File: src/rtl/ple_pkg.sv
`timescale 1ns / 1ps
// ----------------------------------------------------------------------------
// ple_pkg
// Shared constants, codes and controller/datapath interface types of the
// positional list engine.
// ----------------------------------------------------------------------------
package ple_pkg;

   localparam int CAPACITY_DEF = 32;

   // word field widths
   localparam int MODE_W   = 3;
   localparam int POS_W    = 6;
   localparam int VAL_W    = 32;
   localparam int STATUS_W = 2;
   localparam int LEN_W    = 6;

   // operation codes
   localparam logic [MODE_W-1:0] MODE_PUSH   = 3'd0;
   localparam logic [MODE_W-1:0] MODE_POP    = 3'd1;
   localparam logic [MODE_W-1:0] MODE_INSERT = 3'd2;
   localparam logic [MODE_W-1:0] MODE_REMOVE = 3'd3;
   localparam logic [MODE_W-1:0] MODE_DUMP   = 3'd4;

   // status codes
   localparam logic [STATUS_W-1:0] ST_OK     = 2'd0;
   localparam logic [STATUS_W-1:0] ST_BADPOS = 2'd1;
   localparam logic [STATUS_W-1:0] ST_FULL   = 2'd2;
   localparam logic [STATUS_W-1:0] ST_EMPTY  = 2'd3;

   // cursor update select
   typedef enum logic [2:0] {
      CUR_HOLD,
      CUR_LEN_M1,
      CUR_POS,
      CUR_ZERO,
      CUR_DEC,
      CUR_INC
   } cur_sel_type;

   // length update select
   typedef enum logic [1:0] {
      LEN_HOLD,
      LEN_INC,
      LEN_DEC
   } len_sel_type;

   // new-value write select
   typedef enum logic [1:0] {
      PUT_NONE,
      PUT_TAIL,
      PUT_POS
   } put_sel_type;

   typedef struct packed {
      logic                op_load;
      cur_sel_type         cur_sel;
      logic                rd_en;
      logic                mv_wr;
      logic                wadr_load;
      put_sel_type         put_sel;
      len_sel_type         len_sel;
      logic                st_load;
      logic [STATUS_W-1:0] st_code;
      logic                out_single;
      logic                out_dump;
   } ple_cmd_type;

   typedef struct packed {
      logic [MODE_W-1:0] mode;
      logic              bad_pos;
      logic              full;
      logic              empty;
      logic              pos_is_len;
      logic              cur_at_pos_m1;
      logic              cur_at_len_m1;
      logic              out_free;
   } ple_stat_type;

endpackage

File: src/rtl/positional_list_engine.sv
`timescale 1ns / 1ps
// ----------------------------------------------------------------------------
// positional_list_engine
// Ordered list of up to CAPACITY signed words: push, pop, insert at
// position, remove at position and dump, one operation per request word.
// ----------------------------------------------------------------------------
//
//  channel | ports                                         | direction
//  --------+-----------------------------------------------+----------
//  req     | req_valid/ready, mode, position, value        | in
//  rsp     | rsp_valid/ready, status, element,             | out
//          | element_position, length, final_flag          |
//
// Steps: push, pop, refused and unused operations pass accept, decode and
//   result. Insert and remove then move the entries behind the position,
//   one entry per cycle through the entry RAM's separate write and read
//   ports; remove at the tail moves none. Dump makes one RAM read and one
//   result load per element.
// Reset: synchronous, clears the length and the control state; the entry
//   RAM is not cleared, only entries below the length are ever read.
// Stalls: a held result blocks only the next result load; a new request
//   word is taken while the previous result still waits.
//
module positional_list_engine
   import ple_pkg::*;
#(
   parameter int CAPACITY = CAPACITY_DEF
) (
   input  logic                    clock,
   input  logic                    reset,

   input  logic                    req_valid,
   output logic                    req_ready,
   input  logic [MODE_W-1:0]       req_mode,
   input  logic [POS_W-1:0]        req_position,
   input  logic signed [VAL_W-1:0] req_value,

   output logic                    rsp_valid,
   input  logic                    rsp_ready,
   output logic [STATUS_W-1:0]     rsp_status,
   output logic signed [VAL_W-1:0] rsp_element,
   output logic [POS_W-1:0]        rsp_element_position,
   output logic [LEN_W-1:0]        rsp_length,
   output logic                    rsp_final_flag
);

   ple_cmd_type  cmd;
   ple_stat_type stat;

   // sequencer: one-hot FSM, decodes the word and drives the datapath
   ple_ctrl u_ctrl (
      .clock     (clock),
      .reset     (reset),
      .req_valid (req_valid),
      .req_ready (req_ready),
      .stat      (stat),
      .cmd       (cmd)
   );

   // datapath: word registers, length, cursor, entry RAM, result register
   ple_datapath #(
      .CAPACITY (CAPACITY)
   ) u_datapath (
      .clock                (clock),
      .reset                (reset),
      .req_mode             (req_mode),
      .req_position         (req_position),
      .req_value            (req_value),
      .cmd                  (cmd),
      .stat                 (stat),
      .rsp_ready            (rsp_ready),
      .rsp_valid            (rsp_valid),
      .rsp_status           (rsp_status),
      .rsp_element          (rsp_element),
      .rsp_element_position (rsp_element_position),
      .rsp_length           (rsp_length),
      .rsp_final_flag       (rsp_final_flag)
   );

endmodule

File: src/rtl/ple_ram.sv
`timescale 1ns / 1ps
// ----------------------------------------------------------------------------
// ple_ram
// Generic single-write, single-read RAM with registered read data.
// ----------------------------------------------------------------------------
module ple_ram #(
   parameter int WIDTH = 32,
   parameter int DEPTH = 32
) (
   input  logic                     clock,
   input  logic                     wr_en,
   input  logic [$clog2(DEPTH)-1:0] wr_addr,
   input  logic [WIDTH-1:0]         wr_data,
   input  logic                     rd_en,
   input  logic [$clog2(DEPTH)-1:0] rd_addr,
   output logic [WIDTH-1:0]         rd_data
);

   logic [WIDTH-1:0] mem [DEPTH];

   always_ff @(posedge clock) begin
      if (wr_en) begin
         mem[wr_addr] <= wr_data;
      end
      if (rd_en) begin
         rd_data <= mem[rd_addr];
      end
   end

endmodule

File: src/rtl/ple_datapath.sv
`timescale 1ns / 1ps
// ----------------------------------------------------------------------------
// ple_datapath
// Operation registers, length, cursor, entry RAM and result register.
// ----------------------------------------------------------------------------
module ple_datapath
   import ple_pkg::*;
#(
   parameter int CAPACITY = CAPACITY_DEF
) (
   input  logic                       clock,
   input  logic                       reset,
   input  logic [MODE_W-1:0]          req_mode,
   input  logic [POS_W-1:0]           req_position,
   input  logic signed [VAL_W-1:0]    req_value,
   input  ple_cmd_type                cmd,
   output ple_stat_type               stat,
   input  logic                       rsp_ready,
   output logic                       rsp_valid,
   output logic [STATUS_W-1:0]        rsp_status,
   output logic signed [VAL_W-1:0]    rsp_element,
   output logic [POS_W-1:0]           rsp_element_position,
   output logic [LEN_W-1:0]           rsp_length,
   output logic                       rsp_final_flag
);

   localparam int AW   = $clog2(CAPACITY);
   localparam int CW   = $clog2(CAPACITY + 1);
   localparam int CMPW = (CW > POS_W) ? CW : POS_W;
   localparam logic [CW-1:0] CAP_C = CW'(CAPACITY);

   logic [MODE_W-1:0]   mode_ff;
   logic [POS_W-1:0]    pos_ff;
   logic [VAL_W-1:0]    val_ff;
   logic [CW-1:0]       len_ff, len_in;
   logic [AW-1:0]       cur_ff, cur_in;
   logic [AW-1:0]       wadr_ff;
   logic                pend_ff;
   logic [STATUS_W-1:0] st_ff;

   logic                rsp_valid_ff, rsp_valid_in;
   logic [STATUS_W-1:0] rsp_status_ff;
   logic [VAL_W-1:0]    rsp_element_ff;
   logic [POS_W-1:0]    rsp_epos_ff;
   logic [LEN_W-1:0]    rsp_length_ff;
   logic                rsp_final_ff;

   logic [CMPW-1:0]     pos_x, len_x, cur_p1;
   logic [CW-1:0]       len_m1;
   logic [POS_W-1:0]    pos_m1;
   logic                ram_we;
   logic [AW-1:0]       ram_waddr;
   logic [VAL_W-1:0]    ram_wdata;
   logic [VAL_W-1:0]    ram_rdata;
   logic                out_free;

   assign pos_x  = CMPW'(pos_ff);
   assign len_x  = CMPW'(len_ff);
   assign cur_p1 = CMPW'(cur_ff) + CMPW'(1);
   assign len_m1 = len_ff - CW'(1);
   assign pos_m1 = pos_ff - POS_W'(1);

   assign out_free = !rsp_valid_ff || rsp_ready;

   always_comb begin
      stat.mode          = mode_ff;
      stat.bad_pos       = (pos_ff == '0) || (pos_x > len_x);
      stat.full          = (len_ff >= CAP_C);
      stat.empty         = (len_ff == '0);
      stat.pos_is_len    = (pos_x == len_x);
      stat.cur_at_pos_m1 = (cur_p1 == pos_x);
      stat.cur_at_len_m1 = (cur_p1 == len_x);
      stat.out_free      = out_free;
   end

   // operation word; held for the whole operation
   always_ff @(posedge clock) begin
      if (cmd.op_load) begin
         mode_ff <= req_mode;
         pos_ff  <= req_position;
         val_ff  <= req_value;
      end
      if (cmd.st_load) begin
         st_ff <= cmd.st_code;
      end
      if (cmd.wadr_load) begin
         wadr_ff <= (mode_ff == MODE_INSERT) ? (cur_ff + AW'(1)) : (cur_ff - AW'(1));
      end
      cur_ff <= cur_in;
   end

   always_comb begin
      case (cmd.cur_sel)
         CUR_LEN_M1: cur_in = len_m1[AW-1:0];
         CUR_POS:    cur_in = pos_ff[AW-1:0];
         CUR_ZERO:   cur_in = '0;
         CUR_DEC:    cur_in = cur_ff - AW'(1);
         CUR_INC:    cur_in = cur_ff + AW'(1);
         default:    cur_in = cur_ff;
      endcase
   end

   always_comb begin
      case (cmd.len_sel)
         LEN_INC: len_in = len_ff + CW'(1);
         LEN_DEC: len_in = len_m1;
         default: len_in = len_ff;
      endcase
   end

   always_ff @(posedge clock) begin
      if (reset) begin
         len_ff  <= '0;
         pend_ff <= 1'b0;
      end else begin
         len_ff  <= len_in;
         pend_ff <= cmd.wadr_load;
      end
   end

   // write port: new value, or a shifted entry one step behind its read
   always_comb begin
      case (cmd.put_sel)
         PUT_TAIL: begin
            ram_we    = 1'b1;
            ram_waddr = len_ff[AW-1:0];
            ram_wdata = val_ff;
         end
         PUT_POS: begin
            ram_we    = 1'b1;
            ram_waddr = pos_m1[AW-1:0];
            ram_wdata = val_ff;
         end
         default: begin
            ram_we    = cmd.mv_wr && pend_ff;
            ram_waddr = wadr_ff;
            ram_wdata = ram_rdata;
         end
      endcase
   end

   ple_ram #(
      .WIDTH (VAL_W),
      .DEPTH (CAPACITY)
   ) u_store (
      .clock   (clock),
      .wr_en   (ram_we),
      .wr_addr (ram_waddr),
      .wr_data (ram_wdata),
      .rd_en   (cmd.rd_en),
      .rd_addr (cur_ff),
      .rd_data (ram_rdata)
   );

   // result register
   always_ff @(posedge clock) begin
      if (cmd.out_single) begin
         rsp_status_ff  <= st_ff;
         rsp_element_ff <= '0;
         rsp_epos_ff    <= '0;
         rsp_length_ff  <= LEN_W'(len_ff);
         rsp_final_ff   <= 1'b1;
      end else if (cmd.out_dump) begin
         rsp_status_ff  <= ST_OK;
         rsp_element_ff <= ram_rdata;
         rsp_epos_ff    <= POS_W'(cur_p1);
         rsp_length_ff  <= LEN_W'(len_ff);
         rsp_final_ff   <= stat.cur_at_len_m1;
      end
   end

   assign rsp_valid_in = (cmd.out_single || cmd.out_dump) ? 1'b1 :
                         (rsp_ready ? 1'b0 : rsp_valid_ff);

   always_ff @(posedge clock) begin
      if (reset) begin
         rsp_valid_ff <= 1'b0;
      end else begin
         rsp_valid_ff <= rsp_valid_in;
      end
   end

   assign rsp_valid            = rsp_valid_ff;
   assign rsp_status           = rsp_status_ff;
   assign rsp_element          = $signed(rsp_element_ff);
   assign rsp_element_position = rsp_epos_ff;
   assign rsp_length           = rsp_length_ff;
   assign rsp_final_flag       = rsp_final_ff;

   // shift moves never write the entry being read
   a_no_rw_collision: assert property (@(posedge clock) disable iff (reset)
      (ram_we && cmd.rd_en) |-> (ram_waddr != cur_ff))
      else $error("ple: RAM write and read hit the same entry");

   a_len_bound: assert property (@(posedge clock) disable iff (reset)
      len_ff <= CAP_C)
      else $error("ple: length above capacity");

   // a result is only loaded into a free result register, and then stays valid
   a_out_load_free: assert property (@(posedge clock) disable iff (reset)
      (cmd.out_single || cmd.out_dump) |-> (out_free && !(cmd.out_single && cmd.out_dump)))
      else $error("ple: result register overwritten");

   a_out_shown: assert property (@(posedge clock) disable iff (reset)
      (cmd.out_single || cmd.out_dump) |=> rsp_valid_ff)
      else $error("ple: loaded result not presented");

endmodule

File: src/rtl/ple_ctrl.sv
`timescale 1ns / 1ps
// ----------------------------------------------------------------------------
// ple_ctrl
// Operation sequencer: decodes the word and steps the datapath.
// ----------------------------------------------------------------------------
module ple_ctrl
   import ple_pkg::*;
(
   input  logic         clock,
   input  logic         reset,
   input  logic         req_valid,
   output logic         req_ready,
   input  ple_stat_type stat,
   output ple_cmd_type  cmd
);

   typedef enum logic [9:0] {
      S_IDLE     = 10'b00_0000_0001,
      S_DECODE   = 10'b00_0000_0010,
      S_INS_RD   = 10'b00_0000_0100,
      S_INS_LAST = 10'b00_0000_1000,
      S_INS_PUT  = 10'b00_0001_0000,
      S_REM_RD   = 10'b00_0010_0000,
      S_REM_LAST = 10'b00_0100_0000,
      S_DUMP_RD  = 10'b00_1000_0000,
      S_DUMP_OUT = 10'b01_0000_0000,
      S_RESP     = 10'b10_0000_0000
   } state_type;

   state_type state_ff, state_in;

   always_ff @(posedge clock) begin
      if (reset) begin
         state_ff <= S_IDLE;
      end else begin
         state_ff <= state_in;
      end
   end

   always_comb begin
      cmd       = '0;
      state_in  = state_ff;
      req_ready = 1'b0;
      case (state_ff)
         S_IDLE: begin
            req_ready = 1'b1;
            if (req_valid) begin
               cmd.op_load = 1'b1;
               state_in    = S_DECODE;
            end
         end
         S_DECODE: begin
            cmd.st_load = 1'b1;
            cmd.st_code = ST_OK;
            state_in    = S_RESP;
            case (stat.mode)
               MODE_PUSH: begin
                  if (stat.full) begin
                     cmd.st_code = ST_FULL;
                  end else begin
                     cmd.put_sel = PUT_TAIL;
                     cmd.len_sel = LEN_INC;
                  end
               end
               MODE_POP: begin
                  if (stat.empty) begin
                     cmd.st_code = ST_EMPTY;
                  end else begin
                     cmd.len_sel = LEN_DEC;
                  end
               end
               MODE_INSERT: begin
                  if (stat.bad_pos) begin
                     cmd.st_code = ST_BADPOS;
                  end else if (stat.full) begin
                     cmd.st_code = ST_FULL;
                  end else begin
                     cmd.cur_sel = CUR_LEN_M1;
                     state_in    = S_INS_RD;
                  end
               end
               MODE_REMOVE: begin
                  if (stat.bad_pos) begin
                     cmd.st_code = ST_BADPOS;
                  end else if (stat.pos_is_len) begin
                     cmd.len_sel = LEN_DEC;
                  end else begin
                     cmd.cur_sel = CUR_POS;
                     state_in    = S_REM_RD;
                  end
               end
               MODE_DUMP: begin
                  if (stat.empty) begin
                     cmd.st_code = ST_EMPTY;
                  end else begin
                     cmd.cur_sel = CUR_ZERO;
                     state_in    = S_DUMP_RD;
                  end
               end
               default: begin
                  cmd.st_code = ST_OK;
               end
            endcase
         end
         S_INS_RD: begin
            cmd.rd_en     = 1'b1;
            cmd.mv_wr     = 1'b1;
            cmd.wadr_load = 1'b1;
            if (stat.cur_at_pos_m1) begin
               state_in = S_INS_LAST;
            end else begin
               cmd.cur_sel = CUR_DEC;
            end
         end
         S_INS_LAST: begin
            cmd.mv_wr = 1'b1;
            state_in  = S_INS_PUT;
         end
         S_INS_PUT: begin
            cmd.put_sel = PUT_POS;
            cmd.len_sel = LEN_INC;
            state_in    = S_RESP;
         end
         S_REM_RD: begin
            cmd.rd_en     = 1'b1;
            cmd.mv_wr     = 1'b1;
            cmd.wadr_load = 1'b1;
            if (stat.cur_at_len_m1) begin
               state_in = S_REM_LAST;
            end else begin
               cmd.cur_sel = CUR_INC;
            end
         end
         S_REM_LAST: begin
            cmd.mv_wr   = 1'b1;
            cmd.len_sel = LEN_DEC;
            state_in    = S_RESP;
         end
         S_DUMP_RD: begin
            cmd.rd_en = 1'b1;
            state_in  = S_DUMP_OUT;
         end
         S_DUMP_OUT: begin
            if (stat.out_free) begin
               cmd.out_dump = 1'b1;
               if (stat.cur_at_len_m1) begin
                  state_in = S_IDLE;
               end else begin
                  cmd.cur_sel = CUR_INC;
                  state_in    = S_DUMP_RD;
               end
            end
         end
         S_RESP: begin
            if (stat.out_free) begin
               cmd.out_single = 1'b1;
               state_in       = S_IDLE;
            end
         end
         default: begin
            state_in = S_IDLE;
         end
      endcase
   end

   // a word is taken only by an idle sequencer, which then decodes it
   a_accept_decode: assert property (@(posedge clock) disable iff (reset)
      (req_valid && req_ready) |=> (state_ff == S_DECODE))
      else $error("ple: accepted word not decoded");

   // shift loop never updates the length before its last move
   a_len_after_moves: assert property (@(posedge clock) disable iff (reset)
      (state_ff == S_INS_RD || state_ff == S_REM_RD) |-> (cmd.len_sel == LEN_HOLD))
      else $error("ple: length changed during shift");

   a_one_result_load: assert property (@(posedge clock) disable iff (reset)
      cmd.out_single |=> (state_ff == S_IDLE))
      else $error("ple: single result not final");

endmodule

File: config.mk
export PLATFORM = sky130hd
export DESIGN_NAME = positional_list_engine
export DESIGN_NICKNAME = d
export VERILOG_FILES = /design/src/rtl/ple_pkg.sv /design/src/rtl/positional_list_engine.sv /design/src/rtl/ple_ram.sv /design/src/rtl/ple_datapath.sv /design/src/rtl/ple_ctrl.sv
export SDC_FILE = /design/constraint.sdc
export NUM_CORES = 1
export LEC_CHECK = 0
export BUFFER_PORTS_ARGS = -buffer_cell sky130_fd_sc_hd__buf_2
export CORE_MARGIN = 3
export CORE_UTILIZATION = 55
export CTS_BUF_LIST = sky130_fd_sc_hd__clkbuf_8
export CTS_CLUSTER_SIZE = 24
export DETAILED_ROUTE_END_ITERATION = 10
export PLACE_DENSITY = 0.71
export SYNTH_ARGS = -nofsm -noshare
export SYNTH_HDL_FRONTEND = slang
export SYNTH_SLANG_ARGS = --single-unit
File: constraint.sdc
create_clock -name clock -period 12.8 [get_ports clock]
set_clock_uncertainty 0.15 [all_clocks]
set_input_delay 3.84 -clock clock [delete_from_list [all_inputs] [get_ports clock]]
set_output_delay 3.84 -clock clock [all_outputs]
set_load 0.05 [all_outputs]
Yosys cells after proc, flatten, opt, wreduce, memory -nomap -nowiden:

Memories as Yosys holds them, arrays and structs flattened. A register that Yosys moved wholly into a read port is not among the register bits.
Index checks and enable logic that the tools add are counted.

* $add $sub $neg: 6
* magnitude comparators: 2
* equal/unequal tests: 31
* multiplexer cells: 60
* reduce and logical (&&, ||, !) cells: 19

Operators by type and width (count)
* 2-to-1 mux 10 bit: 10
* case mux 10 bit (9 select lines): 1
* 2-to-1 mux 32 bit: 1
* case mux 10 bit (3 select lines): 1
* case mux 5 bit (5 select lines): 1
* 2-to-1 mux 3 bit: 7
* 2-to-1 mux 2 bit: 10
* equality test 6 bit: 3
* 2-to-1 mux 1 bit: 17
* equality test 3 x 2 -> 1 bit, second input constant: 4
* zero test 6 bit: 2
* 2-to-1 mux 6 bit: 2
* case mux 2 bit (3 select lines): 2
* case mux 3 bit (4 select lines): 1
* case mux 6 bit (2 select lines): 1
* equality test 10 x 1 -> 1 bit, second input constant: 1
* equality test 10 bit, second input constant: 1
* equality test 10 x 2 -> 1 bit, second input constant: 1
* equality test 10 x 3 -> 1 bit, second input constant: 1
* equality test 10 x 4 -> 1 bit, second input constant: 1
* equality test 10 x 5 -> 1 bit, second input constant: 1
* equality test 10 x 6 -> 1 bit, second input constant: 1
* equality test 10 x 7 -> 1 bit, second input constant: 1
* equality test 10 x 8 -> 1 bit, second input constant: 1
* other kinds (30): 46

* bits in registers: 118
* memory bits (writable): 1024
* output and inout bits: 49
* word-level logic and storage cells: 134
* memories: 1

Memory list
* u_datapath.u_store.mem: words 32, width 32, read ports 1, clocked after Yosys merged registers in 1, write ports 1, RTL line ple_ram.sv:19 `logic [WIDTH-1:0] mem [DEPTH];`

Depth between registers and ports, before layout:

Gate-level depths: netlist of the first run.

* depth after elaboration: 9
* gate-level depth with buffers: 14
* depth with buffers taken out: 13

Cells and area by module:

Synthesis of the first run repeated with hierarchy kept, for this count alone.

* cell total of the unflattened synthesis: 2810
* area, all modules: 46742.3 sq um

Modules (own cells, without submodules)
* ple_ram: times used 1, cells an instance 2260, area an instance 40812.9 sq um
* ple_datapath: times used 1, cells an instance 427, area an instance 4999.8 sq um
* ple_ctrl: times used 1, cells an instance 123, area an instance 929.6 sq um

Worst setup path before layout of the first run:

No wires, ideal clock.

* kind: reg2out
* start: register u_ctrl.state_ff[4]
* end: output port req_ready
* data arrival time: 2.138 ns
* required time: 8.810 ns
* path slack: 6.672 ns
* stages on the path, launching flop included: 6
* cell sequence: dfxtp_1 -> buf_2 -> nor2_2 -> and3_1 -> nand2_1 -> nor3b_1

* cells in the longest elaborated chain, start to end: 2

Ends and longest elaborated chain
* start, declared: RTL line ple_ctrl.sv:30 `state_type state_ff, state_in;`
* start signal, assigned: RTL line ple_ctrl.sv:36 `state_ff <= state_in;`
* equality test 10 x 1 -> 1 bit: RTL line ple_ctrl.sv:44 `case (state_ff)`
* 2-to-1 mux 1 bit: RTL line ple_ctrl.sv:44
* end, declared: RTL line positional_list_engine.sv:33 `output logic req_ready,`

No other way between the ends.

Final worst setup path of the first run:

Ends and elaborated chain as after synthesis.

==> impl_results.md, run 1 <==
- Drt wl/cell: 30.3 µm
- Share of the synthesized area in the top cell type: 73.5%
- Max clock buf depth: 3
- Clock Latency Late Sink: 820 ps
- FF+latch area: 34700 µm²
- Commonest non-fill, non-tap cell in the layout: edfxtp_1
- Top_reg_cell synth: edfxtp_1
- Share of cells above drive strength 1: 33.2%
- FF-to-FF End: u_datapath.u_store.mem[9][24]
- Final setup violation count: 0
- Final WL: 107 mm
- Status: finished clean
- Setup crit end kind: output port
- Die Wd: 294 µm
- Die height: 294 µm
- Dpl cells: 3201
- Worst vdd ir: 0.0000975 V
- CP Class: flip-flop to output port
- CP max FO: 9
- H-Tree Depth: 4
- Fmax: 0.153 GHz
- Initial Utilization: 55.6%
- Hold Crit Class: flip-flop to flip-flop
- Arr. time, crit path: roughly 2600 ps
- Power density over the cells: 139 nW/µm²
- Largest net degree at the start of global routing: 72
- Synth warn: 0
- Slew @ Worst Pin: 1170 ps
- Post-synth top area cell: edfxtp_1
- CTS Sinks: about 1200
- Vias per std cell: 6.37
- DIE AREA: 86500 µm²
- Worst Setup EP: req_ready
- Final net count: 2373
- Root buf cell: clkbuf_8
- Seq cells post-synth: 1174
- Number of global-route vias before repair: 23000
- Grt ovf: 0
- 1st-iter DRT viols: 2595
- IO Port Bufs: 93
- Post-synthesis cell count: 2089
- Row cnt: 105
- Post-route minimum period: ~6500 ps
- Core Box Area: between 80000 and 90000 µm²
- Mapped Nets: 2148
- Iteration count of the initial detailed-routing pass: 5
- Final period util: about half
- # IOs: 94
- Post-synthesis async set-or-reset flop share: 0%
- CTS Hold Buffers Added: 0
- Mapped Area: roughly 46000 µm²
- P&R area growth vs syn: 11.6%
- Slew Limit Fails: 0
- Hold depth: 2
- Area of the multi-input gates: 10700 µm²
- Slew HR: 22.2%
- Leak: between 15 and 20 nW
- RR Startpoint: u_ctrl.state_ff[4]
- Register area share after synthesis: 76.0%
- Final estimated routing congestion in global placement: 0.888
- Clock tree from TritonCTS: done
- Antenna violations before repair: 2
- Max_cap viols: 0
- Worst Setup Start Kind: flip-flop
- Post-Layout Cell Count: between 3000 and 4000
- CTS buffer count: 181
- Post-CTS Setup Bufs: 0
- EDFF count, synth: 1117
- Remaining antenna violation count: 0
- # fillers: ~5600
- Unrepaired setup endpoints after global routing: false
- Final hold violations: 0
- Area contributors post-synth: edfxtp_1 73%, mux4_2 16%, dfxtp_1 2.5%
- Flop-to-flop setup slack: just over 7000 ps
- Post-cts gate resize count: 0
- Global-route wire length before repair: approximately 160 mm
- DPL Wire Length: ~55 mm
- Syn Area/Cell: approximately 22 µm²
- Clock slew at reported path FFs: 60 ps
- Synth unique cells: 70
- Fin Setup TNS: 0 ps
- Reg2Reg Depth: 12
- Most frequent cells in the layout: 1117 x edfxtp_1, 320 x mux4_2, 192 x clkbuf_8, 93 x buf_2, 87 x nand2_1
- Required @ worst endpoint: 8810 ps
- Worst setup path start: u_ctrl.state_ff[4]
- Gr usage total: 25.5%
- Number of remaining DRC errors: 0
- Vias: 22500
==> sequential cells by signal, summed over array words and instances (netlist names), 6 cells and up <==
| register | cells |
|---|---|
| u_datapath.pos_ff | 6 |
| u_datapath.rsp_element | 32 |
| u_datapath.u_store.rd_data | 32 |
| u_datapath.rsp_element_position | 6 |
| u_ctrl.state_ff | 10 |
| u_datapath.val_ff | 32 |
| u_datapath.len_ff | 6 |
| u_datapath.rsp_length | 6 |
| u_datapath.u_store.mem | 1024 |
==> Yosys cell counts, types with 3 or more instances <==
master / number
nor3_1: 13
or3_1: 9
and2_1: 3
clkbuf_1: 51
o21ai_0: 11
buf_2: 30
ha_1: 14
nand4_1: 5
buf_1: 11
a31oi_1: 5
nand2_1: 87
mux2_2: 66
a211oi_1: 3
nor2b_1: 5
nor2_2: 4
inv_1: 18
and3_1: 6
mux2i_1: 4
nand4b_1: 4
a21oi_1: 57
nor3b_1: 3
buf_4: 8
buf_6: 4
edfxtp_1: 1117
nand3_1: 12
mux4_2: 320
a22oi_1: 5
o21ai_1: 4
nor2_1: 66
xor2_1: 14
dfxtp_1: 57
nand2b_1: 7
o21a_1: 5
xnor2_1: 17
==> final cells by class <==
cell class	count	share of cell area, %
antenna	3	0.0147
clock buffer	192	5.19
clock inverter	132	1.30
inverter	18	0.133
multi-input combinational	793	20.9
sequential	1174	68.1
tap	1070	2.63
timing repair buffer	146	1.72
==> report_power, final <==
group	internal (W)	switching (W)
logic	0.0000256	0.0000460
registers	0.00417	0.0000117
clock network	0.00143	0.00142
total	0.00562	0.00147
==> worst min path at each step <==
| stage | from | endpoint | slack [ps] |
|---|---|---|---|
| floorplan | u_datapath.len_ff[2] | u_datapath.rsp_length[2] | 250 |
| global placement | u_datapath.rsp_element[29] | u_datapath.rsp_element[29] | 290 |
| detailed placement | u_datapath.rsp_element[29] | u_datapath.rsp_element[29] | 300 |
| CTS | u_datapath.rsp_element[29] | u_datapath.rsp_element[29] | 300 |
| global route | u_datapath.rsp_element_position[1] | u_datapath.rsp_element_position[1] | 320 |
| finish | u_datapath.rsp_element[2] | u_datapath.rsp_element[2] | 300 |
==> worst max-delay path, cell delays in order (launching register included) <==
cell and delay [ps]:
dfxtp_1 410, nor2_2 270, and3_1 270, nand2_1 110
nor3b_1 320, buf_2 330
==> metrics by stage <==
step / hold slack, ps / utilization (%) / worst slack [ps] / total power (W) / instance area [µm²]
floorplan: 253 / - / 6670 / 0.00430 / 45600
global placement: 292 / 58.0 / 6750 / 0.00433 / 47600
detailed placement: 296 / 58.0 / 6740 / 0.00433 / 47600
CTS: 304 / 62.0 / 6220 / 0.00715 / 50900
global route: 322 / 62.0 / 6080 / 0.00733 / 50900
finish: 304 / 62.0 / 6260 / 0.00710 / 50900
==> layer usage <==
metal / global-route usage, % / share of wire [%]
met4: 8.73 / 2.8
met3: 5.41 / 9.2
met2: 39.9 / 49
met5: 0 / 0
met1: 36.4 / 39
==> cell families after synthesis <==
kind of cell	Yosys count	share of synthesized area (%)
AOI/OAI and AO/OA	109	1.48
xor gates and xnor gates	34	0.726
adders and majority gates	14	0.384
buffers and inverters	122	1.22
DFF	1174	76.0
muxes	391	17.5
and+or+nand+nor	245	2.67
(Power assumes the default switching activity.)
==> run 2: changes to the inputs <==
- clock period: 12.8 -> 6.8 ns (I/O delays scaled with it)
==> run 2 against run 1 <==
Compared with the run above: flip-flop and latch count did not move; sequential share of layout area about the same; register-to-register slack got worse by 5600 ps; largest cell class unchanged; highest routed layer is now met5.
==> impl_results.md, run 2 (synthesis results as in run 1) <==
- Status: finished clean
- Row cnt: 105 (unchanged)
- Global-route track usage on met1: 37.9% (+1.5 points)
- Commonest non-fill, non-tap cell in the layout: edfxtp_1
- Post-Layout Cell Count: 3503 (-0.71%)
- Final period util: 77.3%
- Worst vdd ir: 0.000181 V (+86%)
- Post-route minimum period: 5260 ps
- Number of remaining DRC errors: 0 (unchanged)
- Worst Setup EP: u_datapath.u_store.mem[6][11]
- Clk network pwr share: 41.5% (+1.4 points)
- Final setup violation count: 0 (unchanged)
- Initial Utilization: 55.6% (unchanged)
- IO Port Bufs: 93 (unchanged)
- Power Internal: 0.0108 W (+92%)
- Drt wl/cell: 29.9 µm (-1.5%)
- Flop-to-flop setup slack: 1540 ps (-5580 ps)
- Worst path max stage delay: 1050 ps (+640 ps)
- Most frequent cells in the layout: 1117 x edfxtp_1, 320 x mux4_2, 191 x clkbuf_8, 93 x buf_2, 87 x nand2_1
- Largest register FFs: 1024 (unchanged)
- CTS Hold Buffers Added: 0 (unchanged)
- Most used routing layer: met1
- Clock tree from TritonCTS: done
- Core Box Area: 82100 µm² (unchanged)
- Hold Crit Class: flip-flop to flip-flop
- Hold WS: 300 ps (-3.69 ps)
- CTS buffer count: 182 (+0.55%)
- H-Tree Depth: 4 (unchanged)
- Fin util: 62.0% (about the same)
- Arr. time, crit path: 5520 ps (+2970 ps)
- Hold depth: 2 (unchanged)
- Largest net degree at the start of global routing: 162 (+130%)
- Antenna violations before repair: 8 (+6)
- Worst path cell trace: nor2_2 -> and3_1 -> nand4b_1 -> nor2_1 -> and3_1 -> ha_2 -> inv_1 -> o21ai_1 -> nand3_1 -> nor2_4
- Vias per std cell: 6.34 (-0.51%)
- Fin Setup TNS: 0 ps (unchanged)
- # IOs: 94 (unchanged)
- Worst setup path start: u_ctrl.state_ff[4]
- Die height: 294 µm (unchanged)
- Reg2Reg Depth: 10 (-2)
- Met2 Use GR: 36.9% (-2.9 points)
- DIE AREA: 86500 µm² (unchanged)
- Fmax: 0.190 GHz
- Root buf cell: clkbuf_8
- Grt ovf: 0 (unchanged)
- Slew HR: 20.5% (-1.7 points)
- Share of cells above drive strength 1: 33.1% (-0.14 points)
- CP Class: flip-flop to flip-flop
- CTS Sinks: 1174 (unchanged)
- Power density over the cells: 268 nW/µm² (+93%)
- CP max FO: 32 (+23)
- Final estimated routing congestion in global placement: 0.869 (-2.2%)
- Critical path's most frequent cell: and3_1
- Vias: 22200 (-1.2%)
- Iteration count of the initial detailed-routing pass: 5 (unchanged)
- Met3 usage: 5.86% (+0.45 points)
- Unrepaired setup endpoints after global routing: false
- RR Startpoint: u_ctrl.state_ff[4]
- Sw Pwr: 0.00290 W (+96%)
- Final WL: 105 mm (-2.2%)
- Slew Limit Fails: 0 (unchanged)
- Flop pwr share: 57.5% (-1.4 points)
- Worst path slowest cell: nor2_4
- Largest Register: u_datapath.u_store.mem
- Setup crit end kind: flip-flop
- Worst setup margin: 1540 ps (-4720 ps)
- Slew @ Worst Pin: 1190 ps (+22.1 ps)
- Logic pwr share: 1.0% (about the same)
- Post-CTS Setup Bufs: 0 (unchanged)
- Clock Latency Late Sink: 830 ps (about the same)
- Final net count: 2342 (-1.3%)
- 1st-iter DRT viols: 2572 (-0.89%)
- Dpl cells: 3169 (-1.0%)
- Required @ worst endpoint: 7070 ps (-1740 ps)
- Number of global-route vias before repair: 22400 (-2.4%)
- Global-route wire length before repair: 155 mm (-1.7%)
- Post-cts gate resize count: 0 (unchanged)
- Remaining antenna violation count: 0 (unchanged)
- P&R area growth vs syn: 11.6% (about the same)
- Die Wd: 294 µm (unchanged)
- DPL Wire Length: 63.3 mm (+14%)
- Max clock buf depth: 3 (unchanged)
- Gr usage total: 24.7% (-0.74 points)
- Final hold violations: 0 (unchanged)
- Pre-CTS setup slack: 1600 ps (-5140 ps)
- Sw Ratio: 21.2% (+0.41 points)
- Leak: 16.3 nW (-0.13%)
- FF-to-FF End: u_datapath.u_store.mem[6][11]
- Clock slew at reported path FFs: 70 ps (about the same)
- Worst Setup Start Kind: flip-flop
- Max_cap viols: 0 (unchanged)
-- run 2: metrics by stage --
step           total power [W]  area, µm²
3_3_place_gp           0.00815      47400
3_5_place_dp           0.00815      47400
4_1_cts                 0.0138      50900
5_1_grt                 0.0141      50900
2_1_floorplan          0.00809      45600
6_report                0.0137      50900
-- run 2: worst min-delay path by stage --
stage                                            start                            endpoint
finish                       u_datapath.rsp_element[7]           u_datapath.rsp_element[7]
global route                u_datapath.rsp_element[23]          u_datapath.rsp_element[23]
CTS                          u_datapath.rsp_element[7]           u_datapath.rsp_element[7]
detailed placement          u_datapath.rsp_element[10]          u_datapath.rsp_element[10]
global placement    u_datapath.rsp_element_position[4]  u_datapath.rsp_element_position[4]
floorplan                         u_datapath.len_ff[2]            u_datapath.rsp_length[2]
-- run 2: area by class of cell --
type / instances / area, µm²
Clock inverter: 142 / 880
Multi-Input combinational cell: 793 / 10700
Clock buffer: 191 / 2630
Fill cell: 5504 / 31200
Inverter: 18 / 67.6
Sequential cell: 1174 / 34700
Tap cell: 1070 / 1340
Timing Repair Buffer: 114 / 673
Antenna cell: 1 / 2.50
-- run 2: power by group through the flow --
stage	clock, W	combinational, W	sequential [W]
5_1_grt	0.00611	0.000153	0.00786
3_5_place_dp	0	0.000141	0.00801
2_1_floorplan	0	0.0000812	0.00801
4_1_cts	0.00578	0.000142	0.00786
3_3_place_gp	0	0.000139	0.00801
6_report	0.00566	0.000142	0.00786
-- run 2: routing by layer --
metal	share of wire, %	vias up
li1	-	9138
met1	42	11800
met2	47	1142
met3	9.5	128
met4	1.4	2
met5	0.012	-
-- run 2: worst max-delay path, delay by kind of cell (launching register included) --
| family | cells | cell delay [ps] |
|---|---|---|
| and+or+nand+nor | 7 | 2910 |
| adders and majority gates | 1 | 610 |
| AOI/OAI and AO/OA | 1 | 460 |
| DFF | 1 | 420 |
| buffers and inverters | 1 | 270 |
